==> src/sv/sawq_pkg.sv <==
// Shared types and constants of the stop-and-wait ARQ sender.
package sawq_pkg;

  typedef enum logic [1:0] {
    EV_SEND     = 2'd0,
    EV_RESEND   = 2'd1,
    EV_COMPLETE = 2'd2,
    EV_FAILED   = 2'd3
  } ev_t;

  typedef enum logic {
    ACT_START = 1'b0,
    ACT_TICK  = 1'b1
  } act_t;

  typedef enum logic {
    CFG_TIMEOUT  = 1'b0,
    CFG_ATTEMPTS = 1'b1
  } cfg_idx_t;

  localparam int          CFG_W        = 8;
  localparam int          IDX_W        = 8;
  localparam int          CNT_IN_W     = 9;
  localparam logic [7:0]  TIMEOUT_RST  = 8'd3;
  localparam logic [7:0]  ATTEMPTS_RST = 8'd5;

  // one request's results: dbl emits resend then failed for the same frame
  typedef struct packed {
    ev_t              ev;
    logic [IDX_W-1:0] idx;
    logic             dbl;
  } bundle_t;

endpackage

==> src/sv/sawq_core.sv <==
// Sequencer state, configuration registers and per-request result logic.
module sawq_core #(
  parameter int MAX_FRAMES = 256
) (
  input  logic                            clk,
  input  logic                            rst_n,
  input  logic                            cfg_wr_en,
  input  sawq_pkg::cfg_idx_t              cfg_index,
  input  logic [sawq_pkg::CFG_W-1:0]      cfg_wdata,
  input  logic                            acc,
  input  sawq_pkg::act_t                  action,
  input  logic [sawq_pkg::CNT_IN_W-1:0]   frame_count,
  input  logic                            ack_seen,
  output logic                            push,
  output sawq_pkg::bundle_t               bundle
);

  localparam int CW = $clog2(MAX_FRAMES + 1);

  logic [7:0]    timeout_r, attempts_r;
  logic          busy_r, busy_nxt;
  logic [CW-1:0] cur_r, cur_nxt, total_r, total_nxt;
  logic [7:0]    cd_r, cd_nxt, fail_r, fail_nxt;

  logic [CW-1:0] count_c, cur_inc;
  logic [7:0]    fail_inc, limit;

  always_ff @(posedge clk) begin
    if (!rst_n) begin
      timeout_r  <= sawq_pkg::TIMEOUT_RST;
      attempts_r <= sawq_pkg::ATTEMPTS_RST;
    end else if (cfg_wr_en) begin
      case (cfg_index)
        sawq_pkg::CFG_TIMEOUT:  timeout_r  <= cfg_wdata;
        sawq_pkg::CFG_ATTEMPTS: attempts_r <= cfg_wdata;
        default: ;
      endcase
    end
  end

  assign count_c  = (int'(frame_count) > MAX_FRAMES) ? CW'(MAX_FRAMES) : CW'(frame_count);
  assign cur_inc  = cur_r + CW'(1);
  assign fail_inc = fail_r + 8'd1;
  assign limit    = (attempts_r == 8'd0) ? 8'd1 : attempts_r;

  always_comb begin
    busy_nxt   = busy_r;
    cur_nxt    = cur_r;
    total_nxt  = total_r;
    cd_nxt     = cd_r;
    fail_nxt   = fail_r;
    push       = 1'b0;
    bundle.ev  = sawq_pkg::EV_SEND;
    bundle.idx = 8'(cur_r);
    bundle.dbl = 1'b0;
    if (acc) begin
      case (action)
        sawq_pkg::ACT_START: begin
          if (!busy_r) begin
            cur_nxt    = '0;
            total_nxt  = count_c;
            fail_nxt   = '0;
            cd_nxt     = timeout_r;
            push       = 1'b1;
            bundle.idx = '0;
            if (count_c == '0) begin
              bundle.ev = sawq_pkg::EV_COMPLETE;
            end else begin
              busy_nxt  = 1'b1;
              bundle.ev = sawq_pkg::EV_SEND;
            end
          end
        end
        sawq_pkg::ACT_TICK: begin
          if (busy_r) begin
            if (ack_seen) begin
              fail_nxt = '0;
              cd_nxt   = timeout_r;
              cur_nxt  = cur_inc;
              push     = 1'b1;
              if (cur_inc >= total_r) begin
                busy_nxt   = 1'b0;
                bundle.ev  = sawq_pkg::EV_COMPLETE;
                bundle.idx = 8'(cur_r);
              end else begin
                bundle.ev  = sawq_pkg::EV_SEND;
                bundle.idx = 8'(cur_inc);
              end
            end else if (cd_r > 8'd1) begin
              cd_nxt = cd_r - 8'd1;
            end else begin
              cd_nxt    = timeout_r;
              fail_nxt  = fail_inc;
              push      = 1'b1;
              bundle.ev = sawq_pkg::EV_RESEND;
              if (fail_inc >= limit) begin
                busy_nxt   = 1'b0;
                bundle.dbl = 1'b1;
              end
            end
          end
        end
        default: ;
      endcase
    end
  end

  always_ff @(posedge clk) begin
    if (!rst_n) begin
      busy_r  <= 1'b0;
      cur_r   <= '0;
      total_r <= '0;
      cd_r    <= '0;
      fail_r  <= '0;
    end else begin
      busy_r  <= busy_nxt;
      cur_r   <= cur_nxt;
      total_r <= total_nxt;
      cd_r    <= cd_nxt;
      fail_r  <= fail_nxt;
    end
  end

  a_busy_in_range: assert property (@(posedge clk) disable iff (!rst_n)
    busy_r |-> (cur_r < total_r))
    else $error("current frame beyond frame total while busy");

  a_start_busy: assert property (@(posedge clk) disable iff (!rst_n)
    (acc && action == sawq_pkg::ACT_START && !busy_r && frame_count != '0) |=> busy_r)
    else $error("start with frames did not enter busy");

endmodule

==> src/sv/sawq_outq.sv <==
// Two-entry result queue with expansion of double results onto the output channel.
module sawq_outq (
  input  logic                          clk,
  input  logic                          rst_n,
  input  logic                          push,
  input  sawq_pkg::bundle_t             bundle,
  output logic                          space,
  output logic                          out_valid,
  input  logic                          out_ready,
  output sawq_pkg::ev_t                 out_event_res,
  output logic [sawq_pkg::IDX_W-1:0]    out_frame_index,
  output logic                          out_last
);

  sawq_pkg::bundle_t q_r [2];
  logic              wr_ptr_r, rd_ptr_r, phase_r;
  logic [1:0]        cnt_r;
  sawq_pkg::bundle_t head;
  logic              hs, pop;

  assign head      = q_r[rd_ptr_r];
  assign space     = (cnt_r != 2'd2);
  assign out_valid = (cnt_r != 2'd0);
  assign hs        = out_valid && out_ready;
  assign pop       = hs && (!head.dbl || phase_r);

  assign out_frame_index = head.idx;
  assign out_last        = !head.dbl || phase_r;
  assign out_event_res   = !head.dbl ? head.ev
                         : (phase_r ? sawq_pkg::EV_FAILED : sawq_pkg::EV_RESEND);

  always_ff @(posedge clk) begin
    if (push) begin
      q_r[wr_ptr_r] <= bundle;
    end
  end

  always_ff @(posedge clk) begin
    if (!rst_n) begin
      wr_ptr_r <= 1'b0;
      rd_ptr_r <= 1'b0;
      cnt_r    <= 2'd0;
      phase_r  <= 1'b0;
    end else begin
      if (push) wr_ptr_r <= !wr_ptr_r;
      if (pop) rd_ptr_r <= !rd_ptr_r;
      if (push && !pop) begin
        cnt_r <= cnt_r + 2'd1;
      end else if (pop && !push) begin
        cnt_r <= cnt_r - 2'd1;
      end
      if (hs) phase_r <= head.dbl && !phase_r;
    end
  end

  a_cnt_bound: assert property (@(posedge clk) disable iff (!rst_n)
    cnt_r != 2'd3)
    else $error("result queue overflow");

  a_phase_dbl: assert property (@(posedge clk) disable iff (!rst_n)
    phase_r |-> (out_valid && head.dbl))
    else $error("second phase without a pending double result");

  a_dbl_second: assert property (@(posedge clk) disable iff (!rst_n)
    (hs && head.dbl && !phase_r) |=> (phase_r && out_valid))
    else $error("double result lost its second half");

endmodule

==> src/sv/stop_and_wait_arq_sender.sv <==
// Top level of the stop-and-wait ARQ sender sequencer.
//
//   channel  direction  handshake             payload
//   in_      input      in_valid / in_ready   in_action, in_frame_count, in_ack_seen
//   out_     output     out_valid / out_ready out_event_res, out_frame_index, out_last
//   cfg_     input      cfg_wr_en             cfg_index, cfg_wdata
//
// One request per cycle while in_ready is high: state is computed in the acceptance cycle
// and registered; its results enter a two-entry queue, and a resend with failure
// leaves it as resend then failed. in_ready falls only while the queue is full.
// Reset (synchronous, rst_n low) idles the sequencer, empties the queue and loads
// timeout 3 and attempt limit 5.
module stop_and_wait_arq_sender #(
  parameter int MAX_FRAMES = 256
) (
  input  logic                          clk,
  input  logic                          rst_n,
  input  logic                          in_valid,
  output logic                          in_ready,
  input  logic                          in_action,
  input  logic [sawq_pkg::CNT_IN_W-1:0] in_frame_count,
  input  logic                          in_ack_seen,
  output logic                          out_valid,
  input  logic                          out_ready,
  output logic [1:0]                    out_event_res,
  output logic [sawq_pkg::IDX_W-1:0]    out_frame_index,
  output logic                          out_last,
  input  logic                          cfg_wr_en,
  input  logic                          cfg_index,
  input  logic [sawq_pkg::CFG_W-1:0]    cfg_wdata
);

  logic              acc, push;
  sawq_pkg::bundle_t bundle;
  sawq_pkg::ev_t     ev;

  assign acc           = in_valid && in_ready;
  assign out_event_res = ev;

  sawq_core #(
    .MAX_FRAMES(MAX_FRAMES)
  ) u_core (
    .clk         (clk),
    .rst_n       (rst_n),
    .cfg_wr_en   (cfg_wr_en),
    .cfg_index   (sawq_pkg::cfg_idx_t'(cfg_index)),
    .cfg_wdata   (cfg_wdata),
    .acc         (acc),
    .action      (sawq_pkg::act_t'(in_action)),
    .frame_count (in_frame_count),
    .ack_seen    (in_ack_seen),
    .push        (push),
    .bundle      (bundle)
  );

  sawq_outq u_outq (
    .clk             (clk),
    .rst_n           (rst_n),
    .push            (push),
    .bundle          (bundle),
    .space           (in_ready),
    .out_valid       (out_valid),
    .out_ready       (out_ready),
    .out_event_res   (ev),
    .out_frame_index (out_frame_index),
    .out_last        (out_last)
  );

endmodule
==> config.mk <==
export PLATFORM = sky130hd
export DESIGN_NAME = stop_and_wait_arq_sender
export DESIGN_NICKNAME = d
export VERILOG_FILES = /design/src/sv/sawq_pkg.sv /design/src/sv/sawq_core.sv /design/src/sv/sawq_outq.sv /design/src/sv/stop_and_wait_arq_sender.sv
export SDC_FILE = /design/constraint.sdc
export NUM_CORES = 1
export LEC_CHECK = 0
export BUFFER_PORTS_ARGS = -buffer_cell sky130_fd_sc_hd__buf_2
export CAP_MARGIN = 20
export CORE_MARGIN = 4
export CORE_UTILIZATION = 54
export CTS_CLUSTER_SIZE = 28
export DETAILED_ROUTE_END_ITERATION = 8
export GPL_TIMING_DRIVEN = 0
export PLACE_DENSITY = 0.76
export SLEW_MARGIN = 20
export SYNTH_ARGS = -nofsm -noshare
export SYNTH_HDL_FRONTEND = slang
export SYNTH_SLANG_ARGS = --single-unit
==> constraint.sdc <==
create_clock -name clk -period 2.5 [get_ports clk]
set_input_delay 0.375 -clock clk [delete_from_list [all_inputs] [get_ports clk]]
set_output_delay 0.375 -clock clk [all_outputs]
set_load 0.005 [all_outputs]
==> summary.md, run 1 <==
| Metric | Value |
|---|---|
| LEAKAGE | `~0.0021 uW` |
| Setup_tns | `-2.42 ns` |
| Post-DP Area | `~4500 sq um` |
| Final worst slack | `-0.171 ns` |
| Synthesized area per cell | `8.78 sq um` |
| Floorplan row count | `31` |
| Synth area leaders | `dfxtp_1, edfxtp_1, ha_1` |
| DRC viols | `0` |
| Total gr overflow | `0` |
| Fin nets | `597` |
| WL/cell | `around 17 microns` |
| Worst setup EP type | `flop` |
| CTS max path bufs | `2` |
| Largest net degree at the start of global routing | `14` |
| DR iter-0 viols | `between 300 and 400` |
| Total chip power | `about 3500 uW` |
| Post-synth cell types | `55` |
| Setup-failing EPs final | `18` |
| RSZ-0062 raised after global routing | `yes` |
| Net Switching | `1080 uW` |
| Vias per std cell | `between 5 and 6` |
| Placement Setup Slack | `-0.314 ns` |
| Root Driver | `clkbuf_8` |
| # hold bufs at CTS | `0` |
| Clock Power Share | `0.325` |
| Internal reg-to-reg setup slack | `-0.17 ns` |
| Total power divided by cell area | `665 nW/um^2` |
| Die Wd | `95.7 microns` |
| Core Footprint | `approximately 7400 sq um` |
| Worst r2r path cells | `10` |
| Worst-path clk slew | `roughly 0.09 ns` |
| Outcome | `finished, violations left` |
| Final Cell Area | `5340 sq um` |
| # diodes | `0` |
| DRT antenna net count | `0` |
| Filler instances | `~550` |
| Final hold violations | `0` |
| Share of layout cells above drive strength 1 | `0.288` |
| Reg area | `around 1800 sq um` |
| Yosys top cell area share | `0.275` |
| Failing checks | `setup timing` |
| Fmax | `about 370 MHz` |
| CTS Buf Count | `9` |
| Vias in the first global route | `approximately 3600` |
| Initial antenna violation count | `0` |
| Tot GR Track Use | `0.230` |
| Crit share post-route | `1.07` |
| Most common cell in the netlist | `nand2_1` |
| Main synth FF type | `dfxtp_1` |
| Asr flop ratio synth | `0` |
| Worst skew pair latency | `0.35 ns` |
| Worst-Margin Slew | `0.843 ns` |
| Layout overhead on the synthesized area | `28.5%` |
| Post-synthesis register bit count | `79` |
| Worst Setup Start Kind | `flop` |
| Combinational power share | `0.251` |
| Headroom to the max-slew limit | `0.433` |
| Syn_nets | `between 500 and 600` |
| Post-Syn Area | `around 4200 sq um` |
| Final non-filler cell total | `around 650` |
| Max_cap viols | `0` |
| Crit path capture | `u_outq.q_r[1][3]$_DFFE_PP_` |
| CP Launch Point | `u_core.cur_r[0]$_SDFFE_PN0P_` |
| Multi-input gate area | `between 2000 and 2500 sq um` |
| Min cycle time layout | `about 2.7 ns` |
| Io pins | `38` |
| Commonest cells in the netlist | `nand2_1, dfxtp_1, a21oi_1, nor2_1, inv_1` |
| GP Congestion | `0.864` |
| Area leader, netlist | `dfxtp_1` |
| Detailed placer's ending HPWL | `just under 7 mm` |
| Worst Hold Class | `input port to flop` |
| Placed Cells | `slightly above 600` |
| Crit Path Class | `flop to flop` |
| CTS Sinks | `between 70 and 80` |
| Worst endpoint required time | `2.60 ns` |
| Pre-antenna DRT Iters | `6` |
| Global-route wire length before repair | `~16 mm` |
| Flop pwr share | `0.424` |
| Die area | `roughly 9200 sq um` |
| R2R Path Start | `u_core.cur_r[0]$_SDFFE_PN0P_` |
| Max-slew violation count | `0` |
| Initial Util | `0.563` |
| Number of enable flip-flop cells after synthesis | `22` |
| Max IR drop VDD | `0.491 mV` |
| Synth Instances | `around 470` |
| H-tree Lvls | `3` |
| CTS tree | `yes` |
| I/O Buffers | `34` |
| Routed via count | `~4000` |
| Sw Ratio | `0.305` |
| Yosys warnings | `0` |
| Clock skew | `0.0138 ns` |
| Worst EP arrival | `about 2.8 ns` |
| P_int | `between 2000 and 2500 uW` |
| Die height | `~96 microns` |
| Crit Reg-Reg Endpoint | `u_outq.q_r[1][3]$_DFFE_PP_` |
| Sequential fraction of the synthesis area | `0.434` |
| Routed WL | `about 11 mm` |
| Highest net fanout along the worst path | `7` |
-- final cells by class --
cell class,count,area share
clock inverter,2,0.00727
tap,99,0.0232
sequential,79,0.343
inverter,29,0.0204
buffer,21,0.0185
clock buffer,14,0.0406
multi-input combinational,343,0.468
timing repair buffer,65,0.0797
-- power groups by stage --
stage                     combinational [uW]  clock [uW]  sequential (uW)
after floorplan                          586           0             1510
after global placement                   786           0             1530
after detailed placement                 810           0             1540
after CTS                                850        1150             1510
after global routing                     987        1220             1520
final                                    890        1150             1510
-- routing by layer --
layer / wire length, microns / track usage / vias to the layer above
li1: - / - / 1838
met1: 4740 / 0.291 / 1860
met2: 5460 / 0.390 / 157
met3: 612 / 0.0505 / 40
met4: 467 / 0.0746 / 0
met5: 0 / 0 / -
-- state kept, by name, indices dropped and copies added (netlist names), named ones only --
register / count
u_outq.q_r: 22
u_core.attempts_r: 8
u_core.fail_r: 8
u_core.cur_r: 9
u_outq.wr_ptr_r: 1
u_outq.cnt_r: 2
u_outq.phase_r: 1
u_core.total_r: 9
u_core.timeout_r: 8
u_core.cd_r: 8
u_core.busy_r: 1
u_outq.rd_ptr_r: 1
-- per-stage QoR --
stage | hold WS, ns | utilization
floorplan | 0.436 | -
global placement | 0.442 | 0.610
detailed placement | 0.454 | 0.610
CTS | 0.260 | 0.687
global route | 0.263 | 0.724
finish | 0.263 | 0.724
-- kinds of logic after synthesis --
kind of cell             count (synthesis)  synth area share
AO/OA/AOI/OAI                          102             0.155
buffers and inverters                   51            0.0479
adder cells (fa/ha/maj)                 24            0.0723
XOR/XNOR                                15            0.0316
multiplexers                            13            0.0341
AND/OR/NAND/NOR                        189             0.225
flip-flops                              79             0.434
-- critical path, stage by stage (launching register included) --
cell and delay [ns]:
dfxtp_4 0.39, buf_6 0.13, nand2_4 0.06, or3_4 0.42, nand2_4 0.09, ha_4 0.19
nand4_1 0.17, nor2_2 0.07, a2111o_2 0.53, o211ai_1 0.25, o31ai_2 0.11
-- repair_timing --
| item | 4_1_cts | 5_1_grt |
|---|---|---|
| gates resized for setup | 32 | 47 |
| cloned | 1 | 0 |
| buffers inserted | 21 | 9 |
| endpoints found under the setup margin | 33 | 22 |
| pin swaps | 13 | 21 |
-- placed cells by master (no fill, tap or decap), drive strengths merged, types with 2 or more instances in the layout --
master	n
a211oi	2
a21oi	44
a22oi	3
a311oi	2
a31o	2
a31oi	5
a41o	3
and2	3
and3	2
buf	71
clkbuf	29
dfxtp	57
edfxtp	22
ha	24
inv	29
mux2	9
mux2i	4
nand2	63
nand2b	6
nand3	29
nand4	3
nor2	36
nor2b	3
nor3	11
nor3b	8
nor4	6
o211ai	4
o21a	2
o21ai	21
o22ai	2
o31ai	3
or2	3
or3	6
or4	7
xnor2	6
xor2	9
-- worst min path at each step --
stage / start / endpoint / slack [ns] / cells past startpoint
finish: cfg_wdata[1] / u_core.timeout_r[1]$_SDFFE_PN1P_ / 0.26 / 3
global route: cfg_wdata[0] / u_core.attempts_r[0]$_SDFFE_PN1P_ / 0.26 / 3
CTS: cfg_wdata[0] / u_core.attempts_r[0]$_SDFFE_PN1P_ / 0.26 / 3
detailed placement: u_core.attempts_r[1]$_SDFFE_PN0P_ / u_core.attempts_r[1]$_SDFFE_PN0P_ / 0.45 / 2
global placement: u_core.attempts_r[7]$_SDFFE_PN0P_ / u_core.attempts_r[7]$_SDFFE_PN0P_ / 0.44 / 2
floorplan: u_core.timeout_r[3]$_SDFFE_PN0P_ / u_core.timeout_r[3]$_SDFFE_PN0P_ / 0.44 / 2
(Power assumes the default switching activity.)
==> run 2: changes to the inputs <==
Settings changed: BUFFER_PORTS_ARGS -buffer_cell sky130_fd_sc_hd__buf_2 to -buffer_cell sky130_fd_sc_hd__buf_4, CORE_UTILIZATION 54 to 48, GPL_ROUTABILITY_DRIVEN set to 0, PLACE_DENSITY 0.76 to 0.69.
==> summary.md, run 2 (synthesis gave the netlist of run 1 again) <==
| Metric | Value |
|---|---|
| Hold endpoint | `u_core.attempts_r[0]$_SDFFE_PN1P_` |
| Layout overhead on the synthesized area | `24.9%` |
| Fin nets | `587 (-1.7%)` |
| Die height | `101 microns (+5.6%)` |
| Routed via count | `3660 (-6.0%)` |
| Clock skew | `0.0132 ns (-0.000670 ns)` |
| Worst Setup Start Kind | `flop` |
| Initial Util | `0.500 (-0.0631)` |
| R2R Path Start | `u_core.cur_r[2]$_SDFFE_PN0P_` |
| Net Switching | `1070 uW (-1.3%)` |
| CTS tree | `yes` |
| Most common cell after layout, fill and taps aside | `nand2_1` |
| H-tree Lvls | `3 (unchanged)` |
| Largest net degree at the start of global routing | `14 (unchanged)` |
| Worst-path clk slew | `0.08 ns (about the same)` |
| Outcome | `finished, violations left` |
| Top reg by flops | `u_outq.q_r` |
| Sw Ratio | `0.305 (about the same)` |
| Core Footprint | `8300 sq um (+13%)` |
| Die area | `10200 sq um (+11%)` |
| Min-delay src | `cfg_wdata[0]` |
| Vias in the first global route | `3408 (-4.0%)` |
| I/O Buffers | `34 (unchanged)` |
| Routed WL | `10.2 mm (-9.7%)` |
| Max Used Layer | `met4` |
| Wl on met1 | `4.47 mm (-5.7%)` |
| Pre-antenna DRT Iters | `5 (-1)` |
| Clock Power Share | `0.303 (-0.022)` |
| DRC viols | `0 (unchanged)` |
| Total gr overflow | `0 (unchanged)` |
| Final non-filler cell total | `648 (-0.61%)` |
| Crit Path Class | `flop to flop` |
| WHS | `0.233 ns (-0.0304 ns)` |
| Share of layout cells above drive strength 1 | `0.252 (-0.0352)` |
| P_int | `2430 uW (-1.5%)` |
| DR WL met3 | `487 microns (-20%)` |
| Floorplan row count | `33 (+6.5%)` |
| WL/cell | `15.7 microns (-9.1%)` |
| Largest regs | `u_outq.q_r (22), u_core.cur_r (9), u_core.total_r (9)` |
| Crit share post-route | `1.08 (+0.0115)` |
| Largest register FFs | `22 (unchanged)` |
| Placed Cells | `612 (+0.99%)` |
| Min cycle time layout | `2.70 ns (+0.0288 ns)` |
| Worst endpoint required time | `2.61 ns (about the same)` |
| Hold path depth | `3 (unchanged)` |
| Flop pwr share | `0.431 (+0.007)` |
| Setup-failing EPs final | `18 (unchanged)` |
| Combinational power share | `0.266 (+0.015)` |
| Max-slew violation count | `0 (unchanged)` |
| Initial antenna violation count | `0 (unchanged)` |
| Most frequent cells in the layout | `nand2_1, buf_4, dfxtp_1` |
| Global-route wire length before repair | `15.9 mm (-2.7%)` |
| DR iter-0 viols | `136 (-64%)` |
| Worst setup EP type | `flop` |
| Vias per std cell | `5.65 (-5.5%)` |
| Detailed placer's ending HPWL | `6.96 mm (+1.5%)` |
| Final Cell Area | `5180 sq um (-2.9%)` |
| Final worst slack | `-0.200 ns (-0.0288 ns)` |
| Max IR drop VDD | `0.383 mV (-22%)` |
| Die Wd | `101 microns (+5.6%)` |
| DRT antenna net count | `0 (unchanged)` |
| CTS max path bufs | `2 (unchanged)` |
| Worst Hold Class | `input port to flop` |
| # diodes | `0 (unchanged)` |
| Root Driver | `clkbuf_8` |
| RSZ-0062 raised after global routing | `yes` |
| Worst r2r path cells | `11 (+1)` |
| Crit Reg-Reg Endpoint | `u_outq.q_r[0][1]$_DFFE_PP_` |
| Max_cap viols | `0 (unchanged)` |
| Worst-Margin Slew | `0.907 ns (+0.0639 ns)` |
| Final hold violations | `0 (unchanged)` |
| CTS Buf Count | `9 (unchanged)` |
| Tot GR Track Use | `0.198 (-0.0319)` |
| # hold bufs at CTS | `0 (unchanged)` |
| Fmax | `370 MHz (-1.1%)` |
| Headroom to the max-slew limit | `0.390 (-0.0430)` |
| Io pins | `38 (unchanged)` |
| LEAKAGE | `0.00204 uW (-4.0%)` |
| Highest net fanout along the worst path | `8 (+1)` |
| Worst skew pair latency | `0.36 ns (about the same)` |
| Total power divided by cell area | `675 nW/um^2 (+1.5%)` |
| Worst EP arrival | `2.81 ns (+0.04 ns)` |
| Post-DP Area | `4590 sq um (+2.1%)` |
| Met2 wire len | `4.91 mm (-10%)` |
| CTS Sinks | `79 (unchanged)` |
| CP Launch Point | `u_core.cur_r[2]$_SDFFE_PN0P_` |
| Internal reg-to-reg setup slack | `-0.20 ns (-0.03 ns)` |
| Placement Setup Slack | `-0.336 ns (-0.0214 ns)` |
| Failing checks | `setup timing` |
run 2: critical path, cell delays in order, from the launching register on:
cell and delay [ns]:
dfxtp_2 0.34, buf_8 0.12, nand3_4 0.11, nor3_2 0.20, xor2_1 0.26, ha_1 0.29
nand4_1 0.16, nor2_2 0.07, a2111o_1 0.52, buf_4 0.20, nand3_2 0.08, o21ai_4 0.08
run 2: area by class of cell:
type | count | area, sq um
flip-flops and latches | 79 | 1820
well taps | 105 | 131
clock inverters | 3 | 45.0
clock buffers | 13 | 180
inverters | 29 | 109
fillers | 715 | 3120
multi-input cells | 343 | 2370
plain buffers | 22 | 113
repair buffers | 54 | 415
run 2: worst max path at each step:
stage                                      end  slack, ns  depth (start not counted)
CTS                 u_outq.q_r[0][5]$_DFFE_PP_      -0.18                         11
floorplan           u_outq.q_r[0][2]$_DFFE_PP_     -0.002                         11
global placement    u_outq.q_r[0][3]$_DFFE_PP_      -0.30                         10
finish              u_outq.q_r[0][1]$_DFFE_PP_      -0.20                         11
detailed placement  u_outq.q_r[1][1]$_DFFE_PP_      -0.34                          9
global route        u_outq.q_r[1][1]$_DFFE_PP_      -0.29                         11
run 2: per-layer routing:
metal	vias up	GRT usage
li1	1815	-
met1	1715	0.251
met2	102	0.325
met3	28	0.0339
met4	0	0.100
met5	-	0
run 2: repair_timing:
| action | in CTS | in global routing |
|---|---|---|
| gates cloned | 1 | 0 |
| pin swaps | 10 | 18 |
| resized for setup | 19 | 30 |
| setup buffers | 10 | 9 |
| endpoints found under the setup margin | 29 | 44 |
| endpoints found under the hold margin | 0 | 0 |
run 2: through the flow:
step / TNS, ns / utilization / total power [uW]
finish: -2.76 / 0.625 / 3500
global route: -4.39 / 0.625 / 3670
CTS: -2.37 / 0.600 / 3460
detailed placement: -7.55 / 0.553 / 2400
global placement: -7.44 / 0.553 / 2370
floorplan: -0.0193 / - / 2100
run 2: power groups by stage:
| stage | Clock, uW | Sequential (uW) | Combinational, uW |
|---|---|---|---|
| 6_report | 1060 | 1510 | 930 |
| 5_1_grt | 1130 | 1520 | 1020 |
| 4_1_cts | 1070 | 1510 | 887 |
| 3_5_place_dp | 0 | 1540 | 861 |
| 3_3_place_gp | 0 | 1530 | 841 |
| 2_1_floorplan | 0 | 1510 | 586 |
